### config.mk
export PLATFORM = sky130hd
export DESIGN_NAME = multiplexed_seven_segment_driver_flat
export DESIGN_NICKNAME = d
export VERILOG_FILES = /design/src/design/msd_pkg.sv /design/src/design/msd_if.sv /design/src/design/multiplexed_seven_segment_driver.sv /design/src/design/msd_div10.sv /design/src/flat_wrapper.sv
export SDC_FILE = /design/constraint.sdc
export NUM_CORES = 1
export LEC_CHECK = 0
export ABC_AREA = 1
export BUFFER_PORTS_ARGS = -buffer_cell sky130_fd_sc_hd__buf_2
export CORE_MARGIN = 2
export CORE_UTILIZATION = 38
export DETAILED_ROUTE_END_ITERATION = 10
export RECOVER_POWER = 50
export SETUP_SLACK_MARGIN = 0.05
export SYNTH_ARGS = -nofsm -noshare
export SYNTH_HDL_FRONTEND = slang
export SYNTH_SLANG_ARGS = --single-unit
### constraint.sdc
create_clock -name clk -period 12.25 [get_ports clk]
set_clock_uncertainty 0.1 [all_clocks]
set_input_delay 2.45 -clock clk [delete_from_list [all_inputs] [get_ports clk]]
set_output_delay 2.45 -clock clk [all_outputs]
set_load 0.005 [all_outputs]
### src/design/msd_pkg.sv
// Shared types, constants and the segment decoder of the seven-segment display driver.
`default_nettype none
package msd_pkg;

  localparam int DIGITS      = 4;
  localparam int IDX_W       = (DIGITS > 1) ? $clog2(DIGITS) : 1;
  localparam int CNT_W       = $clog2(DIGITS + 1);
  localparam int TXT_MAX     = (DIGITS < 4) ? DIGITS : 4;
  localparam int MAG_W       = 17;
  localparam int RECIP_W     = 16;
  localparam int PROD_W      = MAG_W + RECIP_W;
  localparam int RECIP_SHIFT = 19;
  localparam int N_W         = 3;
  localparam int MAX_NUM_DIG = 5;

  localparam logic [RECIP_W-1:0] RECIP_TEN = 16'd52429;
  localparam logic [6:0]         SEG_ALL   = 7'h7F;

  typedef enum logic [1:0] {
    REQ_TICK   = 2'd0,
    REQ_NUMBER = 2'd1,
    REQ_TEXT   = 2'd2,
    REQ_NONE   = 2'd3
  } req_t;

  typedef enum logic [2:0] {
    ST_IDLE,
    ST_TICK,
    ST_MUL,
    ST_DIG,
    ST_FILL
  } state_t;

  typedef struct packed {
    logic [MAG_W-1:0] quot;
    logic [3:0]       rem;
  } div_res_t;

  function automatic logic [6:0] seg_decode(input logic [7:0] code, input logic [6:0] prev);
    logic [6:0] seg;
    seg = prev;
    if (code[7]) begin
      seg = SEG_ALL;
    end else begin
      case (code)
        8'd0:   seg = 7'h3F;
        8'd1:   seg = 7'h06;
        8'd2:   seg = 7'h5B;
        8'd3:   seg = 7'h4F;
        8'd4:   seg = 7'h66;
        8'd5:   seg = 7'h6D;
        8'd6:   seg = 7'h7D;
        8'd7:   seg = 7'h07;
        8'd8:   seg = 7'h7F;
        8'd9:   seg = 7'h6F;
        8'h41:  seg = 7'h77;
        8'h42:  seg = 7'h7C;
        8'h43:  seg = 7'h39;
        8'h44:  seg = 7'h5E;
        8'h45:  seg = 7'h79;
        8'h46:  seg = 7'h71;
        8'h47:  seg = 7'h6F;
        8'h48:  seg = 7'h76;
        8'h68:  seg = 7'h74;
        8'h49:  seg = 7'h30;
        8'h4C:  seg = 7'h38;
        8'h4D:  seg = 7'h15;
        8'h4E:  seg = 7'h54;
        8'h4F:  seg = 7'h3F;
        8'h50:  seg = 7'h73;
        8'h52:  seg = 7'h50;
        8'h53:  seg = 7'h6D;
        8'h54:  seg = 7'h78;
        8'h55:  seg = 7'h3E;
        8'h59:  seg = 7'h6E;
        8'h5A:  seg = 7'h5B;
        8'h2D:  seg = 7'h40;
        default: seg = prev;
      endcase
    end
    return seg;
  endfunction

endpackage
`default_nettype wire

### src/design/msd_if.sv
// Request and result channel interfaces of the seven-segment display driver.
`default_nettype none
interface msd_in_if;
  logic               valid;
  logic               ready;
  logic [1:0]         req_type;
  logic signed [15:0] number_value;
  logic [31:0]        text_chars;
  logic [2:0]         text_length;

  modport source (output valid, output req_type, output number_value,
                  output text_chars, output text_length, input ready);
  modport sink (input valid, input req_type, input number_value,
                input text_chars, input text_length, output ready);
endinterface

interface msd_out_if;
  logic       valid;
  logic       ready;
  logic [6:0] segments;
  logic [3:0] digit_enable_n;

  modport source (output valid, output segments, output digit_enable_n, input ready);
  modport sink (input valid, input segments, input digit_enable_n, output ready);
endinterface
`default_nettype wire

### src/design/multiplexed_seven_segment_driver.sv
// Top level of the multiplexed seven-segment display driver.
//
//   channel  | direction | payload                                       | handshake
//   in_ch    | in        | req_type, number_value, text_chars, text_length | valid/ready
//   out_ch   | out       | segments, digit_enable_n                      | valid/ready
//
// A tick waits until the result register is free; no new request is accepted meanwhile.
// A text request is taken in the idle state. A number request alternates multiply and digit
// states, one decimal digit per pass of the single divide-by-ten unit, then fills the store.
// Synchronous active-low reset clears the digit store, sets the active count to the digit count and
// clears the scan index, the last segment pattern and the output valid flag.
`default_nettype none
module multiplexed_seven_segment_driver (
  input  logic      clk,
  input  logic      rst_n,
  msd_in_if.sink    in_ch,
  msd_out_if.source out_ch
);
  import msd_pkg::*;

  state_t           state_r, state_nxt;
  logic [7:0]       store_r [DIGITS];
  logic [7:0]       store_nxt [DIGITS];
  logic [CNT_W-1:0] active_count_r, active_count_nxt;
  logic [2:0]       scan_index_r, scan_index_nxt;
  logic [6:0]       last_seg_r, last_seg_nxt;
  logic             out_valid_r, out_valid_nxt;
  logic [6:0]       out_seg_r, out_seg_nxt;
  logic [3:0]       out_en_r, out_en_nxt;
  logic [MAG_W-1:0] mag_r, mag_nxt;
  logic             neg_r, neg_nxt;
  logic [N_W-1:0]   n_r, n_nxt;

  logic             accept;
  logic             slot_free;
  logic             div_en;
  div_res_t         div_res;
  logic [2:0]       use_idx;
  logic [2:0]       text_len;
  logic [2:0]       src;
  logic [7:0]       dig_code;
  logic [15:0]      num_raw;

  msd_div10 u_div10 (
    .clk (clk),
    .en  (div_en),
    .mag (mag_r),
    .res (div_res)
  );

  assign in_ch.ready           = (state_r == ST_IDLE);
  assign accept                = in_ch.valid && in_ch.ready;
  assign slot_free             = !out_valid_r || out_ch.ready;
  assign out_ch.valid          = out_valid_r;
  assign out_ch.segments       = out_seg_r;
  assign out_ch.digit_enable_n = out_en_r;
  assign div_en                = (state_r == ST_MUL);

  always_comb begin
    state_nxt = state_r;
    case (state_r)
      ST_IDLE: begin
        if (accept) begin
          case (req_t'(in_ch.req_type))
            REQ_TICK:   state_nxt = ST_TICK;
            REQ_NUMBER: state_nxt = ST_MUL;
            default:    state_nxt = ST_IDLE;
          endcase
        end
      end
      ST_TICK: begin
        if (slot_free) begin
          state_nxt = ST_IDLE;
        end
      end
      ST_MUL: begin
        state_nxt = (mag_r == '0) ? ST_FILL : ST_DIG;
      end
      ST_DIG:  state_nxt = ST_MUL;
      ST_FILL: state_nxt = ST_IDLE;
      default: state_nxt = ST_IDLE;
    endcase
  end

  always_comb begin
    store_nxt        = store_r;
    active_count_nxt = active_count_r;
    scan_index_nxt   = scan_index_r;
    last_seg_nxt     = last_seg_r;
    out_valid_nxt    = out_valid_r && !out_ch.ready;
    out_seg_nxt      = out_seg_r;
    out_en_nxt       = out_en_r;
    mag_nxt          = mag_r;
    neg_nxt          = neg_r;
    n_nxt            = n_r;
    use_idx          = scan_index_r;
    text_len         = (in_ch.text_length > 3'(TXT_MAX)) ? 3'(TXT_MAX) : in_ch.text_length;
    src              = '0;
    dig_code         = neg_r ? (8'd0 - 8'(div_res.rem)) : 8'(div_res.rem);
    num_raw          = in_ch.number_value;

    if (4'(scan_index_r) >= 4'(active_count_r) || 4'(scan_index_r) >= 4'(DIGITS)) begin
      use_idx = '0;
    end

    case (state_r)
      ST_IDLE: begin
        if (accept && req_t'(in_ch.req_type) == REQ_NUMBER) begin
          neg_nxt = num_raw[15];
          mag_nxt = num_raw[15] ? (MAG_W'(17'h10000) - MAG_W'(num_raw)) : MAG_W'(num_raw);
          n_nxt   = '0;
        end
        if (accept && req_t'(in_ch.req_type) == REQ_TEXT) begin
          for (int k = 0; k < DIGITS; k++) begin
            if (3'(k) < text_len) begin
              src          = text_len - 3'(k) - 3'd1;
              store_nxt[k] = in_ch.text_chars[8 * src[1:0] +: 8];
            end
          end
          active_count_nxt = CNT_W'(text_len);
        end
      end
      ST_TICK: begin
        if (slot_free) begin
          last_seg_nxt  = seg_decode(store_r[use_idx[IDX_W-1:0]], last_seg_r);
          out_seg_nxt   = last_seg_nxt;
          for (int b = 0; b < 4; b++) begin
            out_en_nxt[b] = (use_idx != 3'(b));
          end
          out_valid_nxt  = 1'b1;
          scan_index_nxt = use_idx + 3'd1;
        end
      end
      ST_DIG: begin
        if (4'(n_r) < 4'(DIGITS)) begin
          store_nxt[n_r[IDX_W-1:0]] = dig_code;
        end
        n_nxt   = n_r + 1'b1;
        mag_nxt = div_res.quot;
      end
      ST_FILL: begin
        for (int k = 0; k < DIGITS; k++) begin
          if (4'(k) >= 4'(n_r)) begin
            store_nxt[k] = 8'd0;
          end
        end
        active_count_nxt = (4'(n_r) > 4'(DIGITS)) ? CNT_W'(DIGITS) : CNT_W'(n_r);
      end
      default: begin
      end
    endcase
  end

  always_ff @(posedge clk) begin
    if (!rst_n) begin
      state_r        <= ST_IDLE;
      for (int k = 0; k < DIGITS; k++) begin
        store_r[k] <= 8'd0;
      end
      active_count_r <= CNT_W'(DIGITS);
      scan_index_r   <= '0;
      last_seg_r     <= '0;
      out_valid_r    <= 1'b0;
    end else begin
      state_r        <= state_nxt;
      store_r        <= store_nxt;
      active_count_r <= active_count_nxt;
      scan_index_r   <= scan_index_nxt;
      last_seg_r     <= last_seg_nxt;
      out_valid_r    <= out_valid_nxt;
    end
  end

  always_ff @(posedge clk) begin
    out_seg_r <= out_seg_nxt;
    out_en_r  <= out_en_nxt;
    mag_r     <= mag_nxt;
    neg_r     <= neg_nxt;
    n_r       <= n_nxt;
  end

  a_active_bound: assert property (@(posedge clk) disable iff (!rst_n)
    4'(active_count_r) <= 4'(DIGITS))
    else $error("active digit count exceeds the digit count");

  a_one_digit: assert property (@(posedge clk) disable iff (!rst_n)
    out_valid_r |-> $countones(~out_en_r) <= 1)
    else $error("more than one digit enabled");

  a_digit_count: assert property (@(posedge clk) disable iff (!rst_n)
    (state_r == ST_MUL || state_r == ST_DIG || state_r == ST_FILL) |-> n_r <= N_W'(MAX_NUM_DIG))
    else $error("number conversion produced too many digits");

  a_number_busy: assert property (@(posedge clk) disable iff (!rst_n)
    (accept && in_ch.req_type == REQ_NUMBER) |=> (state_r == ST_MUL && !in_ch.ready))
    else $error("number request did not start conversion");

endmodule
`default_nettype wire

### src/design/msd_div10.sv
// Shared divide-by-ten unit: registered reciprocal product, then quotient and remainder.
`default_nettype none
module msd_div10 (
  input  logic                     clk,
  input  logic                     en,
  input  logic [msd_pkg::MAG_W-1:0] mag,
  output msd_pkg::div_res_t        res
);
  import msd_pkg::*;

  logic [PROD_W-1:0] prod_r;
  logic [MAG_W-1:0]  quot;
  logic [MAG_W-1:0]  diff;

  always_ff @(posedge clk) begin
    if (en) begin
      prod_r <= PROD_W'(mag) * PROD_W'(RECIP_TEN);
    end
  end

  assign quot     = MAG_W'(prod_r >> RECIP_SHIFT);
  assign diff     = mag - ((quot << 3) + (quot << 1));
  assign res.quot = quot;
  assign res.rem  = diff[3:0];
endmodule
`default_nettype wire
### src/flat_wrapper.sv
// flat-port wrapper written by rule: the top's interface ports become plain ports
module multiplexed_seven_segment_driver_flat import msd_pkg::*;
  (clk, rst_n, in_ch_valid, in_ch_req_type, in_ch_number_value, in_ch_text_chars, in_ch_text_length, in_ch_ready, out_ch_valid, out_ch_segments, out_ch_digit_enable_n, out_ch_ready);
  msd_in_if in_ch_i ();
  msd_out_if out_ch_i ();
  input  logic clk;
  input  logic rst_n;
  input wire logic [$bits(in_ch_i.valid)-1:0] in_ch_valid;
  input wire logic [$bits(in_ch_i.req_type)-1:0] in_ch_req_type;
  input wire logic [$bits(in_ch_i.number_value)-1:0] in_ch_number_value;
  input wire logic [$bits(in_ch_i.text_chars)-1:0] in_ch_text_chars;
  input wire logic [$bits(in_ch_i.text_length)-1:0] in_ch_text_length;
  output wire logic [$bits(in_ch_i.ready)-1:0] in_ch_ready;
  output wire logic [$bits(out_ch_i.valid)-1:0] out_ch_valid;
  output wire logic [$bits(out_ch_i.segments)-1:0] out_ch_segments;
  output wire logic [$bits(out_ch_i.digit_enable_n)-1:0] out_ch_digit_enable_n;
  input wire logic [$bits(out_ch_i.ready)-1:0] out_ch_ready;
  assign in_ch_i.valid = in_ch_valid;
  assign in_ch_i.req_type = in_ch_req_type;
  assign in_ch_i.number_value = in_ch_number_value;
  assign in_ch_i.text_chars = in_ch_text_chars;
  assign in_ch_i.text_length = in_ch_text_length;
  assign in_ch_ready = in_ch_i.ready;
  assign out_ch_valid = out_ch_i.valid;
  assign out_ch_segments = out_ch_i.segments;
  assign out_ch_digit_enable_n = out_ch_i.digit_enable_n;
  assign out_ch_i.ready = out_ch_ready;
  multiplexed_seven_segment_driver u_core (.clk(clk), .rst_n(rst_n), .in_ch(in_ch_i), .out_ch(out_ch_i));
endmodule
==> results.md, run 1 <==
- F_max: 168.1 MHz
- CP top delay family: adder cells
- Cell mode on critical path: fa_1
- Share of layout cells above drive strength 1: a little over a tenth
- DR WL met2: 16,640 um
- Kind of critical path: flip-flop to flip-flop
- Switch Pwr: roughly 1.1 mW
- Most common cell after layout, fill and taps aside: inv_1
- Ys Warns: 0
- Max transition margin: -84.13%
- Fin crit share: between 40% and 50%
- Worst EP arrival: 5970 ps
- CP Cell Sequence: ha_1 > fa_1 > inv_1 > fa_1 > fa_1 > inv_1 > fa_1 > inv_1 > fa_1 > inv_1 > ha_1 > nand2_1 > nor4_1 > nand3_1 > nand3_1 > nand2_1 > o211ai_1 > a211oi_1 > xnor2_1
- Die area: 33,080 um^2
- Io pins: 70
- Syn avg cell area: 8.017 um^2
- Pint: 1.136 mW
- Synthesized flop and latch total: 95
- RSZ-0062 raised after global routing: no
- TritonCTS buffer count: 9
- Final GP Congestion: 0.9458
- Detailed placer's ending HPWL: between 20,000 and 30,000 um
- Dpl cell area: ~13,000 um^2
- First-pass GRT wire length: between 50,000 and 60,000 um
- Violated checks: capacitance limit, slew limit
- Via Count: 10,218
- Sequential power share: 20.0%
- Number of diodes: 0
- Htree depth: 3
- Initial Utilization: 38.31%
- Setup violators final: 0
- Overall routed net length: 33,710 um
- Leak pwr: 6.542 nW
- Vias per cell: 5.240
- CTS Sinks: 95
- Nets: around 1,800
- Crit. End Element: flip-flop
- Cts repair resizes: 0
- Asr flop ratio synth: 0%
- DR top layer: met4
- Seq/Total Area, Yosys: about a fifth
- Maximum vdd ir drop: between 0.2 and 0.25 mV
- Worst skew pair latency: ~370 ps
- CP Buf/Inv Count: 4
- Startpoint types: flip-flop
- Wirelength per Cell: 17.29 um
- # Max-Cap Violations: 3
- Slew Viols, Final: 120
- Number of flops mapped to enable cells by yosys: 46
- Vias in the first global route: 10,093
- Clk slew on worst S/H paths: around 90 ps
- Pre-antenna DRT Iters: 6
- Num rows: 65
- Total Routing Usage GR: 20.90%
- Initial antenna violation count: 0
- Final Hold Fails: 0
- Mapped Nets: 1,804
- Hold slack final: 388.5 ps
- Met3 wire len: 1171 um
- Root Buffer: clkbuf_16
- Distinct cells, synth: 58
- Setup Fix Bufs, Post-CTS: 0
- Remaining DRCs: 0
- PD cells: 175.2 nW/um^2
- Status: finished with violations
- Hold-fix buffers, CTS: 0
- Initial DRC Count: 800
- CTS tree: yes
- Mapped cell area: 12,030 um^2
- Sw frac: 49.76%
- Synthesized instance count: 1,500
- Area grow syn2layout: 7.283%
- Layout Cell Area excl Fill: between 10,000 and 15,000 um^2
- Commonest non-fill, non-tap cells in the layout: inv_1, nand2_1, ha_1
- Critical Path Max Stage Delay: 600 ps
- Comb power frac: 66.7%
- Largest net degree at the start of global routing: 58
- Global route total overflow: 0
- Port buffer count: 69
- M1 WL: roughly 15,000 um
- Clock Power Share: 13.3%
- Dpl ws: 6251 ps
- Setup_tns: 0 ps
- Final Critical Period: 5950 ps
- Crit-path max FO: 7
- Slowest CP cell: fa_1
- DIE HEIGHT: 181.9 um
- Clock Tree Buf Depth: 2
- Post-route setup slack: 6300 ps
- Die W: about 180 um
- Post-route ant nets: 0
- Worst Path Required: approximately 12,000 ps
- Main synth FF type: dfxtp_1
- Hold WC Path Type: flip-flop to flip-flop
- Least-Margin Pin Slew: 2762 ps
- Core area: approximately 31,000 um^2
stage by stage:
step,util (%),instances,total power [mW]
6_report,41.10,1950,2.260
5_1_grt,41.10,1950,2.519
4_1_cts,41.37,1950,2.291
3_5_place_dp,40.42,1934,1.981
3_3_place_gp,40.42,1934,1.979
2_1_floorplan,-,1500,1.604
power by group through the flow:
| stage | Combinational (mW) | Sequential, mW | Clock, mW |
|---|---|---|---|
| 2_1_floorplan | 1.16 | 0.445 | 0 |
| 3_3_place_gp | 1.52 | 0.458 | 0 |
| 3_5_place_dp | 1.52 | 0.459 | 0 |
| 4_1_cts | 1.53 | 0.451 | 0.306 |
| 5_1_grt | 1.75 | 0.456 | 0.316 |
| 6_report | 1.51 | 0.452 | 0.301 |
synth_stat cells, types with 4 or more instances:
cell / number / area (um^2)
a31oi_1: 36 / 225.2
nor2_2: 13 / 81.33
edfxtp_1: 46 / 1381
nand2_1: 248 / 930.9
clkbuf_1: 23 / 86.33
inv_1: 271 / 1017
dfxtp_1: 49 / 980.9
buf_2: 9 / 45.04
mux2i_1: 32 / 320.3
fa_1: 87 / 1742
nand2_4: 10 / 112.6
a21oi_1: 53 / 265.3
nand2_2: 27 / 168.9
nor3_1: 18 / 90.09
buf_6: 6 / 67.56
xnor2_1: 14 / 122.6
nand3_2: 13 / 130.1
o211ai_1: 29 / 217.7
ha_1: 160 / 2002
nand3_1: 75 / 375.4
o21a_1: 4 / 30.03
xor2_1: 26 / 227.7
nand4_1: 25 / 156.4
o21ai_0: 78 / 390.4
nor2_1: 90 / 337.8
sequential cells by signal, summed over array words and instances, names as in the netlist, 4 cells and up:
signal	cells
u_core.out_ch.segments	7
u_core.store_r	32
u_core.last_seg_r	7
u_core.u_div10.prod_r	14
u_core.out_ch.digit_enable_n	4
u_core.mag_r	17
final cells by class:
| cell class | count | area, um^2 |
|---|---|---|
| multi-input combinational | 1082 | 8300 |
| tap | 402 | 503.0 |
| timing repair buffer | 76 | 382.9 |
| inverter | 279 | 1054 |
| sequential | 95 | 2362 |
| clock inverter | 6 | 48.80 |
| clock buffer | 10 | 250.2 |
| fill | 3242 | 18490 |
worst reg2reg max path: cells and delay by family (launching register included):
kind                       cells  cell delay, ps
adders and majority gates      7            3490
and+or+nand+nor                5             950
DFF                            1             530
AOI/OAI and AO/OA              2             290
buffers and inverters          4             230
xor gates and xnor gates       1             140
layer usage:
metal	up-vias	track usage [%]
met5	-	0
met4	0	5.194
met3	38	2.146
met2	234	36.70
met1	4935	27.59
li1	5011	-
logic make-up (layout without fill, tap and decap cells):
group | Yosys count | in the layout | synth area share [%]
flops | 95 | 95 | 19.64
simple gates | 538 | 538 | 21.63
compound gates | 223 | 223 | 10.98
other cells | 2 | 2 | 0.06245
mux | 32 | 32 | 2.664
xor+xnor | 40 | 40 | 2.913
buf+inv | 323 | 371 | 10.98
fa+ha+maj | 247 | 247 | 31.13
path summary, 6_finish.rpt:
kind / from / cells past startpoint / slack, ps / endpoint
setup / recovery: u_core.mag_r[5]$_DFFE_PP_ / 19 / 6300 / u_core.u_div10.prod_r[32]$_DFFE_PN_
hold / removal: u_core.active_count_r[2]$_SDFFE_PN1P_ / 2 / 390 / u_core.active_count_r[2]$_SDFFE_PN1P_
setup reg to reg: u_core.mag_r[5]$_DFFE_PP_ / 19 / 6300 / u_core.u_div10.prod_r[32]$_DFFE_PN_
hold reg to reg: u_core.active_count_r[2]$_SDFFE_PN1P_ / 2 / 390 / u_core.active_count_r[2]$_SDFFE_PN1P_
(Power assumes the default switching activity.)
==> run 2, diff against run 1 <==
==> constraint.sdc (replaced) <==
create_clock -name clk -period 4.9 [get_ports clk]
set_clock_uncertainty 0.1 [all_clocks]
set_input_delay 0.98 -clock clk [delete_from_list [all_inputs] [get_ports clk]]
set_output_delay 0.98 -clock clk [all_outputs]
set_load 0.005 [all_outputs]
==> run 2 against run 1 <==
Compared with the run above: the flow finishes with violations (capacitance limit, slew limit, setup timing); non-clock buffer count is 98 higher; sequential power increased by 150%; global-route usage increased by 0.12 points; clock power up 150%; register-to-register slack got worse by 6700 ps; setup slack worse by 6700 ps; routed wire length grew 0.69%; combinational power grew to 3.9 times the previous value; first-iteration DRC count shrank 21%; sequential share of layout area fell by 1.8 points; die area is the same; core utilization rose by 4.4 points.
==> results.md, run 2 (synthesized netlist as in run 1, its figures left out) <==
- Comb power frac: 75.9% (was 66.7%)
- Slowest CP cell: fa_1 (unchanged)
- Nets: 1,945 (was 1,847)
- Initial DRC Count: 629 (was 800)
- Initial antenna violation count: 0 (unchanged)
- F_max: 189.9 MHz (was 168.1 MHz)
- Max transition margin: -3.902% (was -84.13%)
- PD cells: 540.5 nW/um^2 (was 175.2 nW/um^2)
- CTS tree: yes (unchanged)
- Area of the multi-input gates: 8895 um^2 (was 8300 um^2)
- Pint: 4.146 mW (was 1.136 mW)
- Fill cell count: 3,136 (was 3,242)
- Root Buffer: clkbuf_16 (unchanged)
- Initial Utilization: 38.31% (unchanged)
- Cell mode on critical path: fa_1 (unchanged)
- DIE HEIGHT: 181.9 um (unchanged)
- Die W: 181.9 um (unchanged)
- Vias per cell: 5.118 (was 5.240)
- Startpoint types: flip-flop (unchanged)
- Htree depth: 3 (unchanged)
- Remaining DRCs: 0 (unchanged)
- Clk slew on worst S/H paths: 70 ps (was 90 ps)
- Setup violators final: 13 (was 0)
- Violated checks: capacitance limit, slew limit, setup timing (was capacitance limit, slew limit)
- Area grow syn2layout: 18.74% (was 7.283%)
- Commonest non-fill, non-tap cells in the layout: nand2_1, inv_1, ha_1 (was inv_1, nand2_1, ha_1)
- Clock Tree Buf Depth: 2 (unchanged)
- Status: finished with violations (unchanged)
- Kind of critical path: flip-flop to flip-flop (unchanged)
- First-pass GRT wire length: 54,940 um (was 54,240 um)
- Share of layout cells above drive strength 1: 21.75% (was 10.40%)
- Maximum vdd ir drop: 1.412 mV (was 0.2355 mV)
- Pre-antenna DRT Iters: 5 (was 6)
- Crit-path max FO: 3 (was 7)
- Hold-fix buffers, CTS: 0 (unchanged)
- Largest Register: u_core.store_r (unchanged)
- Post-route ant nets: 0 (unchanged)
- Num rows: 65 (unchanged)
- Critical Path Max Stage Delay: 580 ps (was 600 ps)
- Slew Viols, Final: 41 (was 120)
- Final GP Congestion: 0.9280 (was 0.9458)
- Total Routing Usage GR: 21.02% (was 20.90%)
- Setup_tns: -3145 ps (was 0 ps)
- Number of diodes: 0 (unchanged)
- Dpl cell area: 13,620 um^2 (was 12,690 um^2)
- Least-Margin Pin Slew: 1559 ps (was 2762 ps)
- Hold slack final: 387.0 ps (was 388.5 ps)
- Worst EP arrival: 5270 ps (was 5970 ps)
- Layout Cell Area excl Fill: 14,280 um^2 (was 12,900 um^2)
- RSZ-0062 raised after global routing: yes (was no)
- CP Cell Sequence: buf_6 > ha_4 > fa_1 > inv_1 > fa_1 > fa_1 > inv_2 > fa_1 > inv_1 > fa_1 > inv_2 > ha_4 > nand2_4 > nor4_4 > nand2_1 > nand3_2 > nand2_1 > o211ai_1 > a211oi_2 > xnor2_1 (was ha_1 > fa_1 > inv_1 > fa_1 > fa_1 > inv_1 > fa_1 > inv_1 > fa_1 > inv_1 > ha_1 > nand2_1 > nor4_1 > nand3_1 > nand3_1 > nand2_1 > o211ai_1 > a211oi_1 > xnor2_1)
- Crit. End Element: flip-flop (unchanged)
- Final Critical Period: 5265 ps (was 5950 ps)
- Detailed placer's ending HPWL: 28,170 um (was 27,340 um)
- Worst skew pair latency: 360 ps (was 370 ps)
- Io pins: 70 (unchanged)
- Die area: 33,080 um^2 (unchanged)
- Worst Path Required: 4900 ps (was 12,280 ps)
- FF/Latch Area: 2362 um^2 (unchanged)
- CP top delay family: adder cells (unchanged)
- Max reg flops: 32 (unchanged)
- Most common cell after layout, fill and taps aside: nand2_1 (was inv_1)
- Largest net degree at the start of global routing: 58 (unchanged)
- Global route total overflow: 0 (unchanged)
- Sequential power share: 14.5% (was 20.0%)
- CP Buf/Inv Count: 5 (was 4)
- CTS Sinks: 95 (unchanged)
- Dpl ws: -481.6 ps (was 6251 ps)
- Post-route setup slack: -365.4 ps (was 6300 ps)
- Overall routed net length: 33,950 um (was 33,710 um)
- Final Hold Fails: 0 (unchanged)
- # Max-Cap Violations: 1 (was 3)
- Switch Pwr: 3.572 mW (was 1.125 mW)
- Fin crit share: 107.5% (was 48.57%)
- Sw frac: 46.28% (was 49.76%)
- Wirelength per Cell: 16.58 um (was 17.29 um)
- Via Count: 10,482 (was 10,218)
- Leak pwr: 7.058 nW (was 6.542 nW)
- TritonCTS buffer count: 9 (unchanged)
- Vias in the first global route: 10,463 (was 10,093)
- Biggest regs: u_core.store_r (32), u_core.mag_r (17), u_core.u_div10.prod_r (14) (unchanged)
- Port buffer count: 69 (unchanged)
- Core area: 31,390 um^2 (unchanged)
- Hold WC Path Type: flip-flop to flip-flop (unchanged)
- Clock Power Share: 9.6% (was 13.3%)
-- run 2: layer usage --
metal / part of all wire (%) / up-vias / routed length [um] / GRT usage (%)
li1: - / 5204 / - / -
met1: 45 / 5067 / 15210 / 26.57
met5: 0 / - / 0 / 0
met3: 2.8 / 34 / 960 / 2.306
met4: 1.4 / 0 / 485 / 4.065
met2: 51 / 177 / 17290 / 38.77
-- run 2: repair_timing --
action,in CTS,in global routing
resized for setup,46,29
hold endpoints to repair,0,0
cloned,0,0
pin swaps,24,17
setup endpoints to repair,14,14
setup buffers,14,4
-- run 2: per-stage QoR --
stage	power [mW]	utilization [%]	std cells
floorplan	4.606	-	1500
global placement	6.150	43.39	2014
detailed placement	6.219	43.39	2014
CTS	7.387	45.25	2044
global route	8.423	45.48	2048
finish	7.718	45.48	2048
-- run 2: cell type report --
| type | instances | area share (%) |
|---|---|---|
| flip-flops and latches | 95 | 16.54 |
| well taps | 402 | 3.523 |
| clock inverters | 6 | 0.4206 |
| repair buffers | 174 | 8.141 |
| inverters | 279 | 7.404 |
| clock buffers | 10 | 1.674 |
| multi-input cells | 1082 | 62.29 |
-- run 2: path summary, 6_finish.rpt --
kind | endpoint | start | depth (start not counted) | slack [ps]
setup / recovery | u_core.u_div10.prod_r[32]$_DFFE_PN_ | u_core.mag_r[5]$_DFFE_PP_ | 20 | -370
hold / removal | u_core.active_count_r[0]$_SDFFE_PN0P_ | u_core.active_count_r[0]$_SDFFE_PN0P_ | 2 | 390
setup reg to reg | u_core.u_div10.prod_r[32]$_DFFE_PN_ | u_core.mag_r[5]$_DFFE_PP_ | 20 | -370
hold reg to reg | u_core.active_count_r[0]$_SDFFE_PN0P_ | u_core.active_count_r[0]$_SDFFE_PN0P_ | 2 | 390
-- run 2: power by group through the flow --
stage	registers, mW	logic, mW	clock network [mW]
3_5_place_dp	1.14	5.08	0
5_1_grt	1.13	6.51	0.780
2_1_floorplan	1.11	3.49	0
4_1_cts	1.12	5.52	0.748
6_report	1.12	5.86	0.740
3_3_place_gp	1.13	5.02	0
-- run 2: worst reg2reg max path: stages (launching register included) --
cell and delay [ps]:
edfxtp_1 420, buf_6 150, ha_4 230, fa_1 580
inv_1 60, fa_1 450, fa_1 510, inv_2 40
fa_1 520, inv_1 50, fa_1 490, inv_2 50
ha_4 270, nand2_4 50, nor4_4 310, nand2_1 150
nand3_2 120, nand2_1 60, o211ai_1 130, a211oi_2 120
xnor2_1 130
==> run 3, diff against run 2 <==
--- a/config.mk
+++ b/config.mk
@@ -5,7 +5,6 @@
 export SDC_FILE = /design/constraint.sdc
 export NUM_CORES = 1
 export LEC_CHECK = 0
-export ABC_AREA = 1
 export BUFFER_PORTS_ARGS = -buffer_cell sky130_fd_sc_hd__buf_2
 export CORE_MARGIN = 2
 export CORE_UTILIZATION = 38
==> run 3 against run 2 <==
Compared with the run above: the flow still finishes with violations (capacitance limit, slew limit, setup timing); global-route usage shrank 1.3 points; count of clock-buffer cells in the layout shrank 1; synthesized cell count shrank 19%; highest routed layer is now met5; final area shrank 4.3%; clock power shrank 0.7%; largest cell class unchanged; flip-flop and latch count is the same; total power shrank 34%; fmax shrank 9.3%; sequential power shrank 9.8%; register-to-register slack lost 540 ps.
==> results.md, run 3 <==
- Status: finished with violations (unchanged)
- Violated checks: capacitance limit, slew limit, setup timing (unchanged)
- Remaining DRCs: 0 (unchanged)
- Nets: 1,675 (was 1,945)
- Initial Utilization: 38.80% (was 38.31%)
- Post-Synth XOR/XNOR Area: 3.182% (was 2.913%)
- Initial antenna violation count: 1 (was 0)
- Wirelength per Cell: 17.00 um (was 16.58 um)
- Biggest regs: u_core.store_r (32), u_core.mag_r (17), u_core.u_div10.prod_r (14) (unchanged)
- Leading area contributor after synthesis: ha_1 (unchanged)
- Critical Path Start: u_core.mag_r[3]$_DFFE_PP_ (was u_core.mag_r[5]$_DFFE_PP_)
- Num rows: 63 (was 65)
- FF/Latch Area: 2362 um^2 (unchanged)
- RSZ-0062 raised after global routing: yes (unchanged)
- Max transition margin: -8.121% (was -3.902%)
- Slew Viols, Final: 55 (was 41)
- Placed Cells: 1,740 (was 2,014)
- CTS tree: yes (unchanged)
- Top-area cell type share of the netlist area: 17.32% (was 16.65%)
- Final GP Congestion: 0.8746 (was 0.9280)
- M1 WL: 15,080 um (was 15,210 um)
- Largest net degree at the start of global routing: 34 (was 58)
- Met3 wire len: 1442 um (was 960 um)
- Seq/Total Area, Yosys: 20.44% (was 19.64%)
- Hold slack final: 390.1 ps (was 387.0 ps)
- Kind of critical path: flip-flop to flip-flop (unchanged)
- Register-to-Register Path Depth: 20 (unchanged)
- Area grow syn2layout: 18.19% (was 18.74%)
- Ys Warns: 0 (unchanged)
- Post-route setup slack: -908.4 ps (was -365.4 ps)
- Syn avg cell area: 9.546 um^2 (was 8.017 um^2)
- Detailed placer's ending HPWL: 24,690 um (was 28,170 um)
- Clock Tree Buf Depth: 2 (unchanged)
- Max reg flops: 32 (unchanged)
- Mux cell area share after synthesis: 7.761% (was 2.664%)
- Worst R2R Start: u_core.mag_r[3]$_DFFE_PP_ (was u_core.mag_r[5]$_DFFE_PP_)
- Compound-Gate Fraction of Synth Area: 15.02% (was 10.98%)
- Worst hold start: u_core.store_r[3]$_SDFFE_PN0P_ (was u_core.active_count_r[0]$_SDFFE_PN0P_)
- Post-route ant nets: 0 (unchanged)
- Port buffer count: 69 (unchanged)
- Overall routed net length: 30,030 um (was 33,950 um)
- Fill cell count: 2,902 (was 3,136)
- CTS Sinks: 95 (unchanged)
- Final Critical Period: 5808 ps (was 5265 ps)
- Root Buffer: clkbuf_16 (unchanged)
- Crit-path max FO: 4 (was 3)
- Die W: 178.4 um (was 181.9 um)
- Via Count: 9,320 (was 10,482)
- Vias in the first global route: 9,168 (was 10,463)
- Number of diodes: 0 (unchanged)
- Hold-fix buffers, CTS: 0 (unchanged)
- First-pass GRT wire length: 49,050 um (was 54,940 um)
- Area of the multi-input gates: 8463 um^2 (was 8895 um^2)
- Clk slew on worst S/H paths: 80 ps (was 70 ps)
- Asr flop ratio synth: 0% (unchanged)
- Synthesized flop and latch total: 95 (unchanged)
- DR WL met2: 13,110 um (was 17,290 um)
- Main synth FF type: dfxtp_1 (unchanged)
- # Max-Cap Violations: 2 (was 1)
- Htree depth: 3 (unchanged)
- PD cells: 371.2 nW/um^2 (was 540.5 nW/um^2)
- Non-filler cells in the finished layout: 1,766 (was 2,048)
- Least-Margin Pin Slew: 1622 ps (was 1559 ps)
- Core area: 29,800 um^2 (was 31,390 um^2)
- Worst EP arrival: 5830 ps (was 5270 ps)
- Largest Register: u_core.store_r (unchanged)
- Setup_tns: -9929 ps (was -3145 ps)
- Distinct cells, synth: 94 (was 58)
- Most common cell after layout, fill and taps aside: inv_1 (was nand2_1)
- Mapped Nets: 1,515 (was 1,804)
- Final Hold Fails: 0 (unchanged)
- Crit. End Element: flip-flop (unchanged)
- Worst skew pair latency: 370 ps (was 360 ps)
- Adder-Cell Fraction of Synth Area: 32.38% (was 31.13%)
- Synthesized instance count: 1,211 (was 1,500)
- Io pins: 70 (unchanged)
- Most frequent cell after synthesis: inv_1 (unchanged)
- Hold WC Path Type: flip-flop to flip-flop (unchanged)
- Startpoint types: flip-flop (unchanged)
- Commonest non-fill, non-tap cells in the layout: inv_1, ha_1, buf_4 (was nand2_1, inv_1, ha_1)
- Die area: 31,830 um^2 (was 33,080 um^2)
- Fin crit share: 118.5% (was 107.5%)
- Synth Area in Simple Gates: 12.62% (was 21.63%)
- Setup violators final: 14 (was 13)
- Worst Path Required: 4920 ps (was 4900 ps)
- Mapped cell area: 11,560 um^2 (was 12,030 um^2)
- Pre-antenna DRT Iters: 6 (was 5)
- Share of layout cells above drive strength 1: 22.60% (was 21.75%)
- Vias per cell: 5.277 (was 5.118)
- DR top layer: met5 (was met4)
- Post-synth top cells: inv_1, ha_1, fa_1 (was inv_1, nand2_1, ha_1)
- Hold path depth: 2 (unchanged)
- TritonCTS buffer count: 9 (unchanged)
- Ranking of synthesized cells by area: ha_1, fa_1, edfxtp_1, dfxtp_1, inv_1 (was ha_1, fa_1, edfxtp_1, inv_1, dfxtp_1)
- Combinational family with the most area after synthesis: adder cells (unchanged)
- F_max: 172.2 MHz (was 189.9 MHz)
- Number of flops mapped to enable cells by yosys: 46 (unchanged)
- Leak pwr: 6.321 nW (was 7.058 nW)
- Global route total overflow: 0 (unchanged)
- Total Routing Usage GR: 19.68% (was 21.02%)
- Maximum vdd ir drop: 0.3259 mV (was 1.412 mV)
- Initial DRC Count: 624 (was 629)
- DIE HEIGHT: 178.4 um (was 181.9 um)
## run 3: layer usage
metal | vias to the layer above | global-route usage (%)
met5 | - | 0
li1 | 4552 | -
met3 | 31 | 2.366
met4 | 2 | 4.336
met1 | 4491 | 30.33
met2 | 244 | 29.26
## run 3: area by class of cell
cell class,instances,area share [%]
clock buffer,9,1.648
clock inverter,7,0.5678
inverter,210,5.769
multi-input combinational,865,61.94
sequential,95,17.29
tap,390,3.571
timing repair buffer,190,9.212
## run 3: worst paths after layout
| check | endpoint | slack (ps) |
|---|---|---|
| max | u_core.u_div10.prod_r[31]$_DFFE_PN_ | -910 |
| min | u_core.store_r[3]$_SDFFE_PN0P_ | 390 |
| max reg2reg | u_core.u_div10.prod_r[31]$_DFFE_PN_ | -910 |
| min reg2reg | u_core.store_r[3]$_SDFFE_PN0P_ | 390 |
## run 3: repair_timing
| action | in CTS | in global routing |
|---|---|---|
| pin swaps | 9 | 2 |
| resized for setup | 10 | 10 |
| setup buffers | 6 | 4 |
| endpoints found under the setup margin | 14 | 14 |
| hold endpoints to repair | 0 | 0 |
## run 3: worst max-delay path: stages (launching register included)
cell	delay [ps]
edfxtp_1	500
ha_4	330
inv_2	40
fa_1	490
inv_1	50
fa_1	450
fa_1	510
inv_2	40
fa_1	480
inv_2	40
fa_1	530
ha_4	220
a22oi_2	190
o211ai_1	140
a2111oi_2	260
a21oi_2	160
and4_4	190
o41ai_4	300
o22ai_2	180
o31ai_2	270
xnor2_1	100
## run 3: power breakdown
part | total [mW] | internal (mW) | switching, mW | leakage, nW
logic | 3.32 | 1.64 | 1.68 | 5.36
registers | 1.01 | 0.982 | 0.0326 | 0.814
clock network | 0.735 | 0.362 | 0.373 | 0.149
total | 5.07 | 2.99 | 2.08 | 6.32
## run 3: stage by stage
step / util [%] / setup slack [ps] / total power, mW / cell area, um^2
floorplan: - / -639.7 / 3.060 / 11730
global placement: 44.42 / -867.6 / 4.010 / 13240
detailed placement: 44.42 / -942.5 / 4.071 / 13240
CTS: 45.77 / -898.1 / 4.977 / 13640
global route: 45.86 / -1162 / 5.564 / 13660
finish: 45.86 / -908.4 / 5.071 / 13660
## run 3: cell families after synthesis
kind of cell	count (synthesis)
AND/OR/NAND/NOR	288
multiplexers	51
AO/OA/AOI/OAI	235
adder cells (fa/ha/maj)	247
buffers and inverters	251
XOR/XNOR	42
other	2
flip-flops	95
